$ cat config.mk
export PLATFORM = sky130hd
export DESIGN_NAME = lgcl_fifo
export DESIGN_NICKNAME = d
export VERILOG_FILES = /design/src/hdl/assert_macros.svh /design/src/hdl/lgcl_fifo.sv
export SDC_FILE = /design/constraint.sdc
export NUM_CORES = 1
export LEC_CHECK = 0
export CORE_ASPECT_RATIO = 0.8
export CORE_MARGIN = 2
export CORE_UTILIZATION = 55
export CTS_CLUSTER_SIZE = 28
export DETAILED_ROUTE_END_ITERATION = 12
export DONT_BUFFER_PORTS = 1
export PLACE_DENSITY = 0.7
export SYNTH_ARGS = -nofsm -noshare
export SYNTH_HDL_FRONTEND = slang
export SYNTH_SLANG_ARGS = --single-unit
$ cat constraint.sdc
create_clock -name clk -period 2.7 [get_ports clk]
set_input_delay 0.135 -clock clk [delete_from_list [all_inputs] [get_ports clk]]
set_output_delay 0.135 -clock clk [all_outputs]
set_load 0.05 [all_outputs]
$ cat src/hdl/assert_macros.svh
// Assertion macros for the gradient lookup block.
// Included by files that carry concurrent checks; no other dependencies.
`ifndef ASSERT_MACROS_SVH
`define ASSERT_MACROS_SVH

// cond must never hold outside reset
`define LGCL_NEVER(name, clk, rst, cond) \
  name: assert property (@(posedge clk) disable iff (rst) !(cond)) \
    else $error("lgcl check failed: condition must never hold");

// trig at one edge implies expr at the next edge, reset included
`define LGCL_NEXT(name, clk, trig, expr) \
  name: assert property (@(posedge clk) (trig) |=> (expr)) \
    else $error("lgcl check failed: expected condition one cycle later");

`endif

$ cat src/hdl/lgcl_fifo.sv
`timescale 1ns / 1ps
// Small register FIFO used between front and back and on the result side.
// Depends on nothing.
module lgcl_fifo #(
  parameter int WIDTH = 32,
  parameter int DEPTH = 4
) (
  input  logic                       clk,
  input  logic                       rst,
  input  logic                       push,
  input  logic [WIDTH-1:0]           din,
  input  logic                       pop,
  output logic [WIDTH-1:0]           dout,
  output logic                       full,
  output logic                       empty,
  output logic [$clog2(DEPTH+1)-1:0] count
);

  localparam int AW = (DEPTH > 1) ? $clog2(DEPTH) : 1;
  localparam int CW = $clog2(DEPTH + 1);

  logic [WIDTH-1:0] store [DEPTH];
  logic [AW-1:0]    wr_ptr;
  logic [AW-1:0]    rd_ptr;
  logic             do_push;
  logic             do_pop;

  assign full    = (count == CW'(DEPTH));
  assign empty   = (count == '0);
  assign do_push = push && !full;
  assign do_pop  = pop && !empty;
  assign dout    = store[rd_ptr];

  always_ff @(posedge clk) begin
    if (rst) begin
      wr_ptr <= '0;
      rd_ptr <= '0;
      count  <= '0;
    end else begin
      if (do_push) begin
        wr_ptr <= (wr_ptr == AW'(DEPTH - 1)) ? '0 : wr_ptr + 1'b1;
      end
      if (do_pop) begin
        rd_ptr <= (rd_ptr == AW'(DEPTH - 1)) ? '0 : rd_ptr + 1'b1;
      end
      if (do_push && !do_pop) begin
        count <= count + 1'b1;
      end else if (do_pop && !do_push) begin
        count <= count - 1'b1;
      end
    end
  end

  always_ff @(posedge clk) begin
    if (do_push) begin
      store[wr_ptr] <= din;
    end
  end

endmodule

-- Word level (Yosys, flattened, before mapping)
Memory sizes are Yosys's and may differ from the RTL's. A register that Yosys moved wholly into a read port is not among the register bits.
Cells that the tools add are included.
- output and inout port bits: 37
- flip-flop bits (word level): 7
- memory bits (writable): 128
- logic and storage cells: 29
- memories: 1
- bits of input ports: 36
- multiplexer cells: 8
- reductions and logical operators: 10
- equality and inequality tests: 3
- add/sub/neg operators: 4
- memories (memory ; depth ; width ; rd ports ; clocked after memory_dff ; write ports ; RTL line ; source):
    store ; 4 ; 32 ; 1 ; 1 ; 1 ; lgcl_fifo.sv:22 ; logic [WIDTH-1:0] store [DEPTH];
- operators with widths (operator ; number):
    two-way mux 2 bit ; 4
    two-way mux 3 bit ; 2
    adder 2 x 1 -> 2 bit, second input constant ; 2
    == test 2 bit, second input constant ; 2
    logical AND 1 bit ; 4
    zero test 1 bit ; 4
    adder 3 x 1 -> 3 bit, second input constant ; 1
    == test 3 bit, second input constant ; 1
    zero test 3 bit ; 1
    subtractor 3 x 1 -> 3 bit, second input constant ; 1
    two-way mux 1 bit ; 2
    nonzero test 2 bit ; 1

-- Longest topological paths before layout
- depth in word-level cells: 7
- gate-level depth with buffers: 10
- gate-level depth less buffers: 9

-- Least setup slack after synthesis
OpenSTA, ideal clock, no wires.
- path type: register to register
- start point: reg count[0]
- end point: reg count[2]
- data required time: 2630 ps
- arrival time: 2600 ps
- setup time: 70 ps
- setup slack: 30 ps
- period minus slack after synthesis: 2670 ps
- cell stages (with the launch flop): 11
- path buffers: 1
- cells stage by stage: dfxtp_1 or3b_1 buf_6 clkinv_4 nor2_2 ha_1 inv_1 fa_1 xor2_1 or3_2 a21oi_1
- cells in the longest elaborated chain, start to end: 6
- elaborated cells on any way between the ends: 15
- classes of those cells: 2 x add/sub; 1 x eq/ne; 2 x mux; 10 x reduce/logical
- ends and longest elaborated chain (element ; RTL line ; source):
    start, declared ; lgcl_fifo.sv:16 ; output logic [$clog2(DEPTH+1)-1:0] count
    start signal, assigned ; lgcl_fifo.sv:47 ; count <= count + 1'b1;
    start signal, assigned ; lgcl_fifo.sv:49 ; count <= count - 1'b1;
    == test 3 bit (*) ; lgcl_fifo.sv:28 ; assign full = (count == CW'(DEPTH));
    via full ; lgcl_fifo.sv:14 ; output logic full,
    zero test 1 bit (*) ; lgcl_fifo.sv:30 ; assign do_push = push && !full;
    logical AND 1 bit (*) ; lgcl_fifo.sv:30 ;
    via do_push ; lgcl_fifo.sv:25 ; logic do_push;
    zero test 1 bit ; lgcl_fifo.sv:48 ; end else if (do_pop && !do_push) begin
    logical AND 1 bit ; lgcl_fifo.sv:48 ;
    nonzero test 2 bit (no source line) ; n/a ;
Mark *: on every way through the listed nets, which the timed path passes. The rest lies on a longest branch. The select of a mux whose other input is x is not followed.
A chain may end at the register's enable or synchronous reset.

-- Final worst setup path
Ends and elaborated chain as after synthesis.

==> metrics.md <==
| Metric | Value |
|---|---|
| Seq pwr share | 42.8% |
| Post-CTS setup buffer count | 0 |
| Fmax | a little over 400 MHz |
| Routability cong. | 0.692 |
| Max Cap Viol | 0 |
| Pins Over Slew Limit | 0 |
| DR pass1 iterations | 4 |
| Synth Area in Compound Gates | less than 1% |
| Initial core utilization | 56.4% |
| Switching Fraction | 33.5% |
| Die X | between 100 and 150 µm |
| Congestion Overflow GR | 0 |
| Number of synthesized flops with an enable pin | about 130 |
| Pin slew with the least headroom to its limit | roughly 0.89 ns |
| Setup violators final | 0 |
| Final Skew | about 0.014 ns |
| Clock sink total | 137 |
| CTS buffer count | 17 |
| DPL Wire Length | 4.53 mm |
| WHS Path Cells | 1 |
| DRT antenna net count | 0 |
| Area Growth Syn to Fin | 19.4% |
| Max stage delay on crit path | 0.41 ns |
| Asr flop ratio synth | 0% |
| Count of buffers from port buffering | 0 |
| Routed len/inst | between 20 and 25 µm |
| First-pass GRT wire length | 12.9 mm |
| Xor and xnor area share after synthesis | less than 1% |
| R2R setup slack | 0.30 ns |
| Standard-cell rows | 31 |
| Buffers and inverters on the worst path | 2 |
| Layout cells sized above 1 | roughly a quarter |
| Clk slew on worst S/H paths | 0.05 ns |
| Internal | between 4 and 5 mW |
| Tot GR Track Use | 17.9% |
| Worst reg2reg path depth | 9 |
| Hold Path Origin | din[7] |
| Cells after Synth | 217 |
| Hold_ws | ~0.43 ns |
| Worst R2R End | count[2]$_SDFFE_PP0P_ |
| Synthesized area | 0.00510 mm² |
| Drt initial violations | 116 |
| Syn Nets | 260 |
| FF-to-FF Start | count[0]$_SDFFE_PP0P_ |
| Sequential area share after synthesis | around 79% |
| Worst Path Arrival | between 2 and 3 ns |
| Vias in the first global route | 2373 |
| H-tree levels | 4 |
| Largest net degree at the start of global routing | 33 |
| # fillers | about 570 |
| Top FF cell, synth | edfxtp_1 |
| WP data required | 3.04 ns |
| Status | finished clean |
| Finished Cell Area | 0.00609 mm² |
| Yosys reg bits | 137 |
| Critical path class | register to register |
| Adder-Cell Fraction of Synth Area | about 1.9% |
| Critical Path Fanout Max | 7 |
| Die area | 0.0101 mm² |
| Initial antenna violation count | 0 |
| CTS tree | done |
| Worst min-delay path class | input port to register |
| Most common cell after layout, fill and taps aside | edfxtp_1 |
| Clock share of power | between 30% and 40% |
| Yosys cell types | 27 |
| Routed vias/inst | around 5.6 |
| Crit end category | register |
| Combinational fraction of design power | 26.8% |
| Largest delay share family, worst path | simple AND/OR/NAND/NOR gates |
| CP cell instances | or3b_1 > clkinv_4 > nor2_2 > ha_1 > inv_1 > fa_1 > xor2_1 > or3_2 > a21oi_1 |
| Switching power | 2.12 mW |
| Avg Inst Size Synth | roughly 23 µm² |
| RSZ-0062 raised after global routing | no |
| Power Density | around 1000 mW/mm² |
| I/O pin count | between 70 and 80 |
| Hold endpoint | store[0][7]$_DFFE_PP_ |
| Crit path launch type | register |
| Nets@finish | 310 |
| Post-synthesis simple-gate area fraction | between 1.5 and 2% |
| ANT cells | 0 |
| Final hold viol count | 0 |
| Slowest cell on crit path | or3_2 |
| Clock root cell | clkbuf_16 |
| Worst-Skew Late Latency | 0.41 ns |
| YS warnings | 0 |
| DRC errors left | 0 |
| Setup TNS | 0 ns |
| Max clock buf depth | 2 |
| Hold_buf cts | 35 |
| Tmin final | 2.40 ns |
| Area post-placement | 0.00524 mm² |
| Most frequent cells in the layout | edfxtp_1, dlygate4sd3_1, mux4_2 |
| Max_slew headroom | 40.3% |
| VDD IR-drop max | 0.654 mV |
| Fin crit share | 89.1% |
| Core ar. | 0.00904 mm² |
| DIE HEIGHT | approximately 90 µm |
| Vias | about 2.2k |
| Leakage | between 1.5 and 2 nW |
| CTS resizes | 0 |
| Total Power | ~6.3 mW |
| Proportion of synthesized area in mux cells | ~15% |
| Largest family of logic cells by synthesized area | multiplexers |
| Final WL | 8.13 mm |
## state kept, by name, summed over array words and instances, names as in the netlist, named ones only
register  cells
store       128
count         3
rd_ptr        2
wr_ptr        2
## final cells by class
cell class	count	area, µm²	area share (%)
flip-flops and latches	137	4030	66.1
repair buffers	40	400	6.58
clock buffers	21	440	7.23
multi-input cells	66	997	16.4
well taps	115	144	2.36
clock inverters	10	56.3	0.925
inverters	5	23.8	0.390
## synthesized netlist by cell type, types with 2 or more instances
| library cell | n | share of area (%) |
|---|---|---|
| edfxtp_1 | 128 | 75 |
| mux4_2 | 32 | 14 |
| dfxtp_1 | 9 | 3.5 |
| ha_1 | 6 | 1.5 |
| and3_2 | 4 | 0.59 |
| inv_1 | 4 | 0.29 |
| a21oi_1 | 3 | 0.29 |
| buf_1 | 3 | 0.22 |
| buf_4 | 3 | 0.44 |
| nor2_1 | 3 | 0.22 |
| mux2i_1 | 2 | 0.39 |
| nand3_1 | 2 | 0.20 |
| nor3_1 | 2 | 0.20 |
| o31ai_2 | 2 | 0.49 |
| xor2_1 | 2 | 0.34 |
## power groups by stage
stage / clock [mW] / combinational, mW / sequential [mW]
2_1_floorplan: 0 / 1.47 / 2.72
3_3_place_gp: 0 / 1.65 / 2.75
3_5_place_dp: 0 / 1.66 / 2.76
4_1_cts: 1.97 / 1.72 / 2.72
5_1_grt: 2.06 / 1.78 / 2.74
6_report: 1.92 / 1.70 / 2.71
## metal layers
| layer | GRT usage [%] | vias up | share of wire [%] |
|---|---|---|---|
| li1 | - | 1009 | - |
| met1 | 22.4 | 1137 | 43 |
| met2 | 27.7 | 66 | 50 |
| met3 | 7.48 | 5 | 6.1 |
| met4 | 8.02 | 0 | 0.87 |
| met5 | 0 | - | 0 |
## per-stage QoR
step	std cells	util, %	setup WS (ns)
after global routing	394	67.4	0.122
after global placement	328	58.0	0.347
after detailed placement	328	58.0	0.294
after floorplan	217	-	0.0295
after CTS	394	67.4	0.280
final	394	67.4	0.296
## worst max path at each step
stage,start,end,slack [ns],depth (start not counted)
after global routing,count[0]$_SDFFE_PP0P_,count[2]$_SDFFE_PP0P_,0.12,9
final,count[0]$_SDFFE_PP0P_,count[2]$_SDFFE_PP0P_,0.30,9
after CTS,count[0]$_SDFFE_PP0P_,count[2]$_SDFFE_PP0P_,0.28,9
after global placement,count[0]$_SDFFE_PP0P_,count[2]$_SDFFE_PP0P_,0.35,9
after detailed placement,count[2]$_SDFFE_PP0P_,count[2]$_SDFFE_PP0P_,0.29,8
after floorplan,count[0]$_SDFFE_PP0P_,count[2]$_SDFFE_PP0P_,0.03,10
## kinds of logic (layout without fill, tap and decap cells)
logic type,Yosys count,count (layout)
compound gates,7,7
simple gates,16,16
mux,34,34
flops,137,137
buf+inv,14,76
fa+ha+maj,7,7
xor+xnor,2,2
Note: power is estimated with default switching activity, not from simulation.
