File: src/hdl/assert_macros.svh
// Assertion macros for the gradient lookup block.
// Included by files that carry concurrent checks; no other dependencies.
`ifndef ASSERT_MACROS_SVH
`define ASSERT_MACROS_SVH

// cond must never hold outside reset
`define LGCL_NEVER(name, clk, rst, cond) \
  name: assert property (@(posedge clk) disable iff (rst) !(cond)) \
    else $error("lgcl check failed: condition must never hold");

// trig at one edge implies expr at the next edge, reset included
`define LGCL_NEXT(name, clk, trig, expr) \
  name: assert property (@(posedge clk) (trig) |=> (expr)) \
    else $error("lgcl check failed: expected condition one cycle later");

`endif

File: src/hdl/lgcl_pkg.sv
`timescale 1ns / 1ps
// Shared types and constants for the linear gradient color lookup block.
// No dependencies.
package lgcl_pkg;

  // command codes
  localparam logic CMD_LOAD  = 1'b0;
  localparam logic CMD_PIXEL = 1'b1;

  // spread modes
  localparam logic [1:0] SPREAD_PAD     = 2'd0;
  localparam logic [1:0] SPREAD_REFLECT = 2'd1;
  localparam logic [1:0] SPREAD_REPEAT  = 2'd2;
  localparam logic [1:0] SPREAD_ZERO    = 2'd3;

  // register indexes on the config port
  localparam logic [2:0] REG_SPREAD   = 3'd0;
  localparam logic [2:0] REG_ORIGIN_X = 3'd1;
  localparam logic [2:0] REG_ORIGIN_Y = 3'd2;
  localparam logic [2:0] REG_STEP_X   = 3'd3;
  localparam logic [2:0] REG_STEP_Y   = 3'd4;

  localparam int MID_DEPTH   = 4;
  localparam int OUT_DEPTH   = 16;
  localparam int OUT_CNT_W   = $clog2(OUT_DEPTH + 1);
  localparam int BACK_STAGES = 10;
  localparam int INFL_W      = $clog2(BACK_STAGES + 1);

  // position reduction widths: offset position, low chunk, folded value, reciprocal
  localparam int POS_W  = 34;
  localparam int LOW_W  = 20;
  localparam int FOLD_W = 28;
  localparam int RCP_W  = 27;

  typedef struct packed {
    logic [1:0]         spread_mode;
    logic signed [31:0] origin_x;
    logic signed [31:0] origin_y;
    logic signed [31:0] step_x;
    logic signed [31:0] step_y;
  } cfg_t;

  typedef struct packed {
    logic [9:0]  entry_index;
    logic [31:0] entry_color;
  } load_t;

  // classified word between front and back
  typedef struct packed {
    logic               is_pixel;
    logic signed [32:0] dx;
    logic signed [32:0] dy;
    load_t              ld;
  } item_t;

  typedef struct packed {
    logic [7:0] alpha;
    logic [7:0] blue;
    logic [7:0] green;
    logic [7:0] red;
  } rgba_t;

  typedef struct packed {
    logic              res_valid;
    logic [INFL_W-1:0] inflight;
  } back_stat_t;

endpackage

File: src/hdl/lgcl_front.sv
`timescale 1ns / 1ps
// Front end: accepts input words, drops out-of-range loads, forms pixel offsets.
// Depends on lgcl_pkg.
module lgcl_front #(
  parameter int TABLE_SIZE = 1024
) (
  input  logic                clk,
  input  logic                rst,
  input  lgcl_pkg::cfg_t      cfg,
  input  logic                push,
  output logic                full,
  input  logic                cmd,
  input  logic signed [15:0]  pixel_x,
  input  logic signed [15:0]  pixel_y,
  input  logic [9:0]          entry_index,
  input  logic [31:0]         entry_color,
  input  logic                q_full,
  output logic                q_push,
  output lgcl_pkg::item_t     q_item
);

  logic            fv;
  logic            adv;
  logic            keep;
  lgcl_pkg::item_t item_next;

  assign adv    = !fv || !q_full;
  assign full   = !adv;
  assign q_push = fv && !q_full;

  // a load past the end of the table has no effect at all
  assign keep = (cmd == lgcl_pkg::CMD_PIXEL) || (32'(entry_index) < 32'(TABLE_SIZE));

  always_comb begin
    item_next.is_pixel       = (cmd == lgcl_pkg::CMD_PIXEL);
    item_next.dx             = 33'($signed({pixel_x, 16'h0000})) - 33'(cfg.origin_x);
    item_next.dy             = 33'($signed({pixel_y, 16'h0000})) - 33'(cfg.origin_y);
    item_next.ld.entry_index = entry_index;
    item_next.ld.entry_color = entry_color;
  end

  always_ff @(posedge clk) begin
    if (rst) begin
      fv <= 1'b0;
    end else if (adv) begin
      fv <= push && keep;
    end
  end

  always_ff @(posedge clk) begin
    if (adv && push) begin
      q_item <= item_next;
    end
  end

endmodule

File: config.mk
export PLATFORM = sky130hd
export DESIGN_NAME = lgcl_front
export DESIGN_NICKNAME = d
export VERILOG_FILES = /design/src/hdl/assert_macros.svh /design/src/hdl/lgcl_pkg.sv /design/src/hdl/lgcl_front.sv
export SDC_FILE = /design/constraint.sdc
export NUM_CORES = 1
export LEC_CHECK = 0
export BUFFER_PORTS_ARGS = -buffer_cell sky130_fd_sc_hd__buf_2
export CORE_MARGIN = 4
export CORE_UTILIZATION = 30
export CTS_BUF_LIST = sky130_fd_sc_hd__clkbuf_16
export DETAILED_ROUTE_END_ITERATION = 7
export GPL_TIMING_DRIVEN = 0
export SLEW_MARGIN = 0
export SYNTH_ARGS = -nofsm -noshare
export SYNTH_HDL_FRONTEND = slang
export SYNTH_SLANG_ARGS = --single-unit
File: constraint.sdc
create_clock -name clk -period 7.1 [get_ports clk]
set_input_delay 0 -clock clk [delete_from_list [all_inputs] [get_ports clk]]
set_output_delay 0 -clock clk [all_outputs]
set_load 0.03 [all_outputs]
After elaboration in Yosys (flattened, before gate mapping)
Cells that the tools add are included.
- RAM bits: 0
- register bits after elaboration: 110
- output and inout bits: 111
- memory bits (read-only): 0
- memories kept: 0
- bits in latches: 0
- $lt $le $gt $ge: 0
- equality and inequality tests: 0
- shifts and indexed selects: 0
- bitwise operators: 0
- reduce and logical (&&, ||, !) cells: 6
- divide/modulo/power cells: 0
- add/subtract/negate cells: 2
- multiplexer cells: 0
- multiply operators: 0
- operators by type and width (cell ; count):
    32-bit by 32-bit subtractor with 33-bit output ; 2
    1-bit logical NOT ; 3
    1-bit logical AND ; 2
    1-bit logical OR ; 1

Longest topological paths before layout
Gate-level depths: netlist of run 1.
- word-level depth: 3
- depth in mapped cells: 9

Least setup slack after synthesis of run 1
Ideal clock, no wire load.
- path type: reg-to-reg
- from: register fv
- to: register q_item[0] (netlist bit), enable pin
- buffers on the path: 0
- setup time: 0.589 ns
- clock period less this slack: 5.950 ns
- cell stages (with the launch flop): 3
- data arrival time: 5.362 ns
- setup slack: 1.150 ns
- cells stage by stage: dfxtp_1 -> and2_1 -> nor2b_1
- cells in the longest elaborated chain, start to end: 3
- ends and longest elaborated chain (element ; RTL line ; RTL):
    from (decl) ; lgcl_front.sv:22 ; logic fv;
    from (signal assigned) ; lgcl_front.sv:46 ; fv <= push && keep;
    1-bit logical NOT ; lgcl_front.sv:27 ; assign adv = !fv || !q_full;
    1-bit logical OR ; lgcl_front.sv:27 ;
    1-bit logical AND ; lgcl_front.sv:51 ; if (adv && push) begin
    to (signal assigned) ; lgcl_front.sv:52 ; q_item <= item_next;
    to (decl) ; lgcl_front.sv:19 ; output lgcl_pkg::item_t q_item
Every way passes these cells.
A chain may end at the register's enable or synchronous reset.

==> metrics.md, run 1 <==
| Metric | Value |
|---|---|
| Worst IR drop on VDD | 0.0001145 V |
| Adder and majority gate portion of the synthesized area | 0.07406 |
| Via density per instance | approximately 4.7 |
| Summed negative setup slack over all endpoints | 0 ns |
| Design area | ~0.0083 mm2 |
| Pin slew with the least headroom to its limit | between 0.7 and 0.8 ns |
| Remaining max-slew budget at the tightest pin | 0.4742 |
| PnR worst setup slack | 4.469 ns |
| Effective utilization at floorplan | 0.3061 |
| Power per standard cell area | roughly 210 mW/mm2 |
| First-pass GRT wire length | 25520 um |
| # setup viols final | 0 |
| Filler-free cell count of the finished design | roughly 1100 |
| H-tree lvl count | 3 |
| Initial antenna violation count | 0 |
| TritonCTS sink count | 110 |
| CTS-repair resized insts | 0 |
| CP Cell Sequence | dlygate4sd3_1 -> buf_2 -> nor4_1 -> nand3_1 -> o311ai_0 -> a21oi_1 -> o31ai_1 -> xor2_1 |
| Sequential share of the synthesized area | 0.5733 |
| Arrival time worst endpoint | around 2.7 ns |
| Height of the chip | between 100 and 150 um |
| Shortest clock period the worst path allows after layout | between 2 and 3 ns |
| Leakage dissipation | around 3.6 nW |
| Worst slack at placement | roughly 4.6 ns |
| Warnings from Yosys | 0 |
| Worst-path clk slew | roughly 0.080 ns |
| Pin count of the biggest net entering global routing | 36 |
| Sequential cell area | between 0.003 and 0.004 mm2 |
| Area of the die | 0.02143 mm2 |
| Maximum clock skew at final layout | just under 0.01 ns |
| Fraction of the cycle the final worst path needs | 0.3705 |
| Unrepaired setup endpoints after global routing | false |
| Clock tree from TritonCTS | built |
| Cells after Synth | 480 |
| Final core utilization | 0.4438 |
| Required time reported for the critical path endpoint | just over 7 ns |
| Total area of multi-input combinational cells | 0.002251 mm2 |
| Final net count | between 1000 and 1500 |
| Share of synthesized registers carrying an async set or reset | 0 |
| Ys flop type | edfxtp_1 |
| Number of rows in the core area | 50 |
| Number of placed instances, taps included | between 900 and 1000 |
| Total nets after synthesis | between 700 and 800 |
| Root cell of the clock tree | clkbuf_16 |
| Via count | 4924 |
| CP max stage cell | nor4_1 |
| I/O pin count | 320 |
| Drt total wl | between 15000 and 20000 um |
| Buffer levels on the longest clock path | 2 |
| Status | completed |
| Maximum capacitance violations | 0 |
| Combined area of all synthesized cells | about 0.0057 mm2 |
| CP Buf/Inv Count | 2 |
| Synth-to-layout area growth | 45.00% |
| Core footprint | about 0.019 mm2 |
| Horizontal die dimension | ~150 um |
| Placer Congestion | around 0.8 |
| Top achievable clock speed | approximately 380 MHz |
| Latest clock arrival within the worst-skew pair | approximately 0.35 ns |
| Overflow left after global routing | 0 |
| Final routed wire length divided by cell count | approximately 15 um |
| Total setup buffers inserted after CTS | 0 |
| Placed inst area | 0.007371 mm2 |
| Share of layout cells above drive strength 1 | 0.3554 |
| Simple-gate share of the synthesized area | 0.1255 |
| Number of remaining DRC errors | 0 |
| XOR/XNOR share of the synthesized area | 0.07929 |
| Post-DRT Antenna Nets | 0 |
| Via count of the first global-routing pass | around 4900 |
| Count of input and output buffers | about 250 |
| Iteration-0 DRC count of the detailed router | between 200 and 250 |
| Slowest stage delay, CP | 0.68 ns |
| Average cell area after synthesis | 11.97 um2 |
| Total of fill cells in the finished design | ~1800 |
| Critical path class | in -> reg |
| Final hold violations | 0 |
| Min-delay worst type | in -> reg |
| Number of antenna repair diodes | 0 |
| Share of cell area taken by muxes after synthesis | 0.001743 |
| Cell variety after synth | a little under 60 |
| Cell family contributing the most delay on the critical path | compound AO/OA/AOI/OAI gates |
| Detailed-router iteration count before antenna repair | 5 |
| Critical Path Sink Type | register |
| Maximum fanout encountered on the critical timing path | 4 |
| Compound-Gate Fraction of Synth Area | 0.1100 |
| CP startpoint kind | input pin |
| Number of max-slew violations in the final report | 0 |
| Dominant combinational cell family by area after synthesis | simple AND/OR/NAND/NOR gates |
| Number of flops mapped to enable cells by yosys | between 100 and 150 |
| Number of register bits inferred by synthesis | 110 |
| Number of buffers created by CTS | 9 |
| Post-detailed-placement half-perimeter wirelength | roughly 12000 um |
| Tot GR Track Use | 0.1468 |
final timing paths:
| kind | from | end | slack (ns) | cells after the start |
|---|---|---|---|---|
| max | cfg[70] | q_item[73] | 4.47 | 8 |
| min | cfg[98] | q_item[77] | 0.02 | 2 |
| max reg2reg | fv | q_item[35] | 5.18 | 4 |
| min reg2reg | fv | q_item[75] | 0.91 | 2 |
kinds of logic after synthesis:
logic type	Yosys count
AND/OR/NAND/NOR	135
flip-flops	110
AO/OA/AOI/OAI	97
XOR/XNOR	52
buffers and inverters	51
adder cells (fa/ha/maj)	34
multiplexers	1
synthesized netlist by cell type (3+ instances only):
master | n | area [um2]
a211oi_1 | 4 | 30.03
a21o_1 | 11 | 82.58
a21oi_1 | 31 | 155.2
a31oi_1 | 4 | 25.02
and3_1 | 4 | 25.02
buf_4 | 4 | 30.03
clkbuf_1 | 3 | 11.26
edfxtp_1 | 109 | 3273
ha_1 | 34 | 425.4
inv_1 | 43 | 161.4
nand2_1 | 28 | 105.1
nand3_1 | 14 | 70.07
nand4_1 | 8 | 50.05
nor2_1 | 32 | 120.1
nor2b_1 | 5 | 31.28
nor3_1 | 13 | 65.06
nor3b_1 | 3 | 22.52
nor4_1 | 5 | 31.28
o21a_1 | 4 | 30.03
o21ai_0 | 16 | 80.08
o31ai_1 | 4 | 30.03
or3_1 | 5 | 31.28
xnor2_1 | 29 | 254.0
xor2_1 | 23 | 201.4
placed cells by master, fill, tap and decap left out, types with 13 or more instances in the layout:
master	n
nand2_1	28
xnor2_1	29
inv_1	43
dlygate4sd3_1	65
o21ai_0	16
xor2_1	23
edfxtp_1	109
buf_2	254
nor3_1	13
a21oi_1	31
nand3_1	14
nor2_1	32
ha_1	34
area by class of cell:
type / instances / area share
tap: 234 / 0.03515
timing repair buffer: 321 / 0.2373
sequential: 110 / 0.3954
inverter: 43 / 0.01938
multi-input combinational: 319 / 0.2702
clock buffer: 9 / 0.02704
clock inverter: 6 / 0.009914
buffer: 8 / 0.005558
worst register-to-register path: cells and delay by family (launching register included):
| kind | cells | cell delay, ns |
|---|---|---|
| AND/OR/NAND/NOR | 2 | 0.74 |
| flip-flops | 1 | 0.31 |
| buffers and inverters | 2 | 0.53 |
metal layers:
layer,GRT usage,part of all wire,vias to the layer above
li1,-,-,2434
met1,0.1885,0.44,2287
met2,0.2517,0.48,184
met3,0.02452,0.053,19
met4,0.04986,0.019,0
met5,0,0,-
flip-flops by register name, summed over array words and instances, names as in the netlist:
register and flops:
q_item 109, fv 1
metrics by stage:
step / total power, W / hold slack (ns)
after global placement: 0.001219 / 0.1581
after floorplan: 0.001080 / 0.07238
after detailed placement: 0.001219 / 0.1615
final: 0.001762 / 0.01840
after CTS: 0.001785 / 0.0009745
after global routing: 0.001853 / 0.01340
where the power goes:
group	total, W	switching [W]	leakage [nW]	internal (W)
Sequential	0.000796	0.0000136	1.06	0.000782
Clock	0.000529	0.000250	0.147	0.000280
Combinational	0.000437	0.000269	2.42	0.000168
timing repair:
action                                 CTS  global route
endpoints found under the hold margin   64             0
hold buffers                            65             0
setup endpoints to repair                0             0
(Power assumes the default switching activity.)
==> run 2: changes to the inputs <==
clock period = 2.2 ns   (was 7.1 ns; I/O delays follow)
==> run 2 against run 1 <==
Compared with the run above:
- combinational power increased to 3.2 times the previous value
- clock power increased to 3.0 times the previous value
- first-iteration DRC count down 7.7%
- critical path depth did not move
- die area did not move
- critical endpoint is now q_item[105]
==> metrics.md, run 2 (synthesis results as in run 1) <==
| Metric | Value |
|---|---|
| Status | completed |
| CP Cell Sequence | dlygate4sd3_1 -> buf_2 -> or2_2 -> nor3_4 -> a21oi_2 -> o31a_2 -> o31ai_2 -> xor2_1 |
| Reg with most FFs | q_item |
| Maximum fanout encountered on the critical timing path | 5 (+1) |
| Number of max-slew violations in the final report | 0 (unchanged) |
| Met1 layer wirelength in the final routing | 7171 um (-0.68%) |
| Min-delay worst type | in -> reg |
| Summed negative setup slack over all endpoints | 0 ns (unchanged) |
| Max layer used | met4 |
| Drt total wl | 15930 um (-1.8%) |
| Max FFs per register | 109 (unchanged) |
| Final hold violations | 0 (unchanged) |
| Largest registers in the final layout | q_item: 109 flops, fv: 1 flops |
| Switching part of the total | 0.3083 (+0.006176) |
| Via density per instance | 4.624 (-1.4%) |
| Cell family contributing the most delay on the critical path | compound AO/OA/AOI/OAI gates |
| # setup viols final | 0 (unchanged) |
| Detailed-router iteration count before antenna repair | 4 (-1) |
| Leakage dissipation | 3.646 nW (+0.54%) |
| PnR worst setup slack | 0.1398 ns (-4.330 ns) |
| Critical Path Sink Type | register |
| Pin slew with the least headroom to its limit | 0.7232 ns (-0.05823 ns) |
| Count of input and output buffers | 253 (unchanged) |
| Via count of the first global-routing pass | 4830 (-1.6%) |
| Number of antenna repair diodes | 0 (unchanged) |
| Synth-to-layout area growth | 45.89% |
| Share of layout cells above drive strength 1 | 0.3642 (+0.008798) |
| Latest clock arrival within the worst-skew pair | 0.35 ns (about the same) |
| Maximum clock skew at final layout | 0.009380 ns (-0.0002976 ns) |
| Effective utilization at floorplan | 0.3061 (unchanged) |
| Arrival time worst endpoint | 2.15 ns (-0.57 ns) |
| First-pass GRT wire length | 24960 um (-2.2%) |
| Pin count of the biggest net entering global routing | 34 (-5.6%) |
| Remaining max-slew budget at the tightest pin | 0.5111 (+0.03683) |
| Clock tree from TritonCTS | built |
| Final routed wire length divided by cell count | 15.10 um (-2.3%) |
| Critical path class | in -> reg |
| Required time reported for the critical path endpoint | 2.29 ns (-4.90 ns) |
| Tot GR Track Use | 0.1427 (-0.004045) |
| Shortest clock period the worst path allows after layout | just over 2 ns |
| Clock share of power | 0.287 (-0.013) |
| Number of buffers created by CTS | 9 (unchanged) |
| Final net count | 1059 (+0.38%) |
| Hold slack | 0.01123 ns (-0.007173 ns) |
| Register share of total power | 0.458 (+0.006) |
| Horizontal die dimension | 146.4 um (unchanged) |
| Final core utilization | 0.4465 (+0.002733) |
| Leading cell types in the layout, fill and taps excluded | 254 x buf_2, 109 x edfxtp_1, 67 x dlygate4sd3_1, 43 x inv_1, 34 x ha_1 |
| Root cell of the clock tree | clkbuf_16 |
| Worst slack at placement | -0.3525 ns (-4.919 ns) |
| Worst-path clk slew | 0.08 ns (about the same) |
| Initial antenna violation count | 0 (unchanged) |
| Slowest stage delay, CP | 0.54 ns (-0.14 ns) |
| Most common library cell in the layout ignoring fill and taps | buf_2 |
| Core footprint | 0.01877 mm2 (unchanged) |
| Met3 routed wirelength | 870 um (+0.93%) |
| Top achievable clock speed | ~490 MHz |
| Power per standard cell area | 667.0 mW/mm2 (+220%) |
| Height of the chip | 146.4 um (unchanged) |
| Buffer levels on the longest clock path | 2 (unchanged) |
| Post-DRT Antenna Nets | 0 (unchanged) |
| TritonCTS sink count | 110 (unchanged) |
| Setup slack on the worst flop-to-flop path | 0.41 ns (-4.77 ns) |
| Part of the power in combinational logic | 0.254 (+0.006) |
| Unrepaired setup endpoints after global routing | false |
| CP max stage cell | dlygate4sd3_1 |
| Worst IR drop on VDD | 0.0003515 V (+210%) |
| Post-detailed-placement half-perimeter wirelength | 12300 um (-0.86%) |
| Switching power summed over all nets | 0.001724 W (+220%) |
| Iteration-0 DRC count of the detailed router | 192 (-7.7%) |
| Fraction of the cycle the final worst path needs | 0.9365 |
| Int Pwr | 0.003866 W (+210%) |
| Area of the die | 0.02143 mm2 (unchanged) |
| Maximum capacitance violations | 0 (unchanged) |
| Routed length on met2 | 7679 um (-2.1%) |
| Number of remaining DRC errors | 0 (unchanged) |
| Number of rows in the core area | 50 (unchanged) |
| CP Buf/Inv Count | 2 (unchanged) |
| CP startpoint kind | input pin |
| Via count | 4878 (-0.93%) |
| H-tree lvl count | 3 (unchanged) |
| Placer Congestion | 0.8284 (+4.0%) |
| I/O pin count | 320 (unchanged) |
| Overflow left after global routing | 0 (unchanged) |
[run 2: layer usage]
metal  up-vias  GRT usage
li1       2449          -
met1      2241     0.1830
met2       175     0.2445
met3        13    0.02855
met4         0    0.04233
met5         -          0
[run 2: power groups by stage]
stage | Sequential, W | Combinational [W] | Clock, W
4_1_cts | 0.00256 | 0.00142 | 0.00168
5_1_grt | 0.00258 | 0.00154 | 0.00176
3_5_place_dp | 0.00261 | 0.00132 | 0
3_3_place_gp | 0.00262 | 0.00130 | 0
2_1_floorplan | 0.00296 | 0.000519 | 0
6_report | 0.00256 | 0.00142 | 0.00161
[run 2: final cells by class]
class                           count  area [um2]
Fill cell                        1767       10390
Clock inverter                      7       65.06
Clock buffer                        9       225.2
Multi-Input combinational cell    319        2285
Sequential cell                   110        3293
Timing Repair Buffer              325        2012
Inverter                           43       161.4
Tap cell                          234       292.8
Buffer                              8       46.29
[run 2: worst paths after layout]
path	start	end	cells past startpoint
max	cfg[105]	q_item[105]	8
max reg2reg	fv	q_item[85]	4
min	cfg[103]	q_item[82]	2
min reg2reg	fv	q_item[27]	2
[run 2: per-stage QoR]
| step | cells | area [um2] | total power (W) |
|---|---|---|---|
| 2_1_floorplan | 480 | 5754 | 0.003475 |
| 3_3_place_gp | 967 | 7313 | 0.003915 |
| 3_5_place_dp | 970 | 7373 | 0.003934 |
| 4_1_cts | 1053 | 8334 | 0.005671 |
| 5_1_grt | 1055 | 8381 | 0.005882 |
| 6_report | 1055 | 8381 | 0.005590 |
[run 2: timing repair]
item / in CTS / in global routing
setup endpoints to repair: 0 / 11
hold buffers: 67 / 0
buffers inserted: 0 / 2
gates resized for setup: 0 / 6
endpoints found under the hold margin: 66 / 0
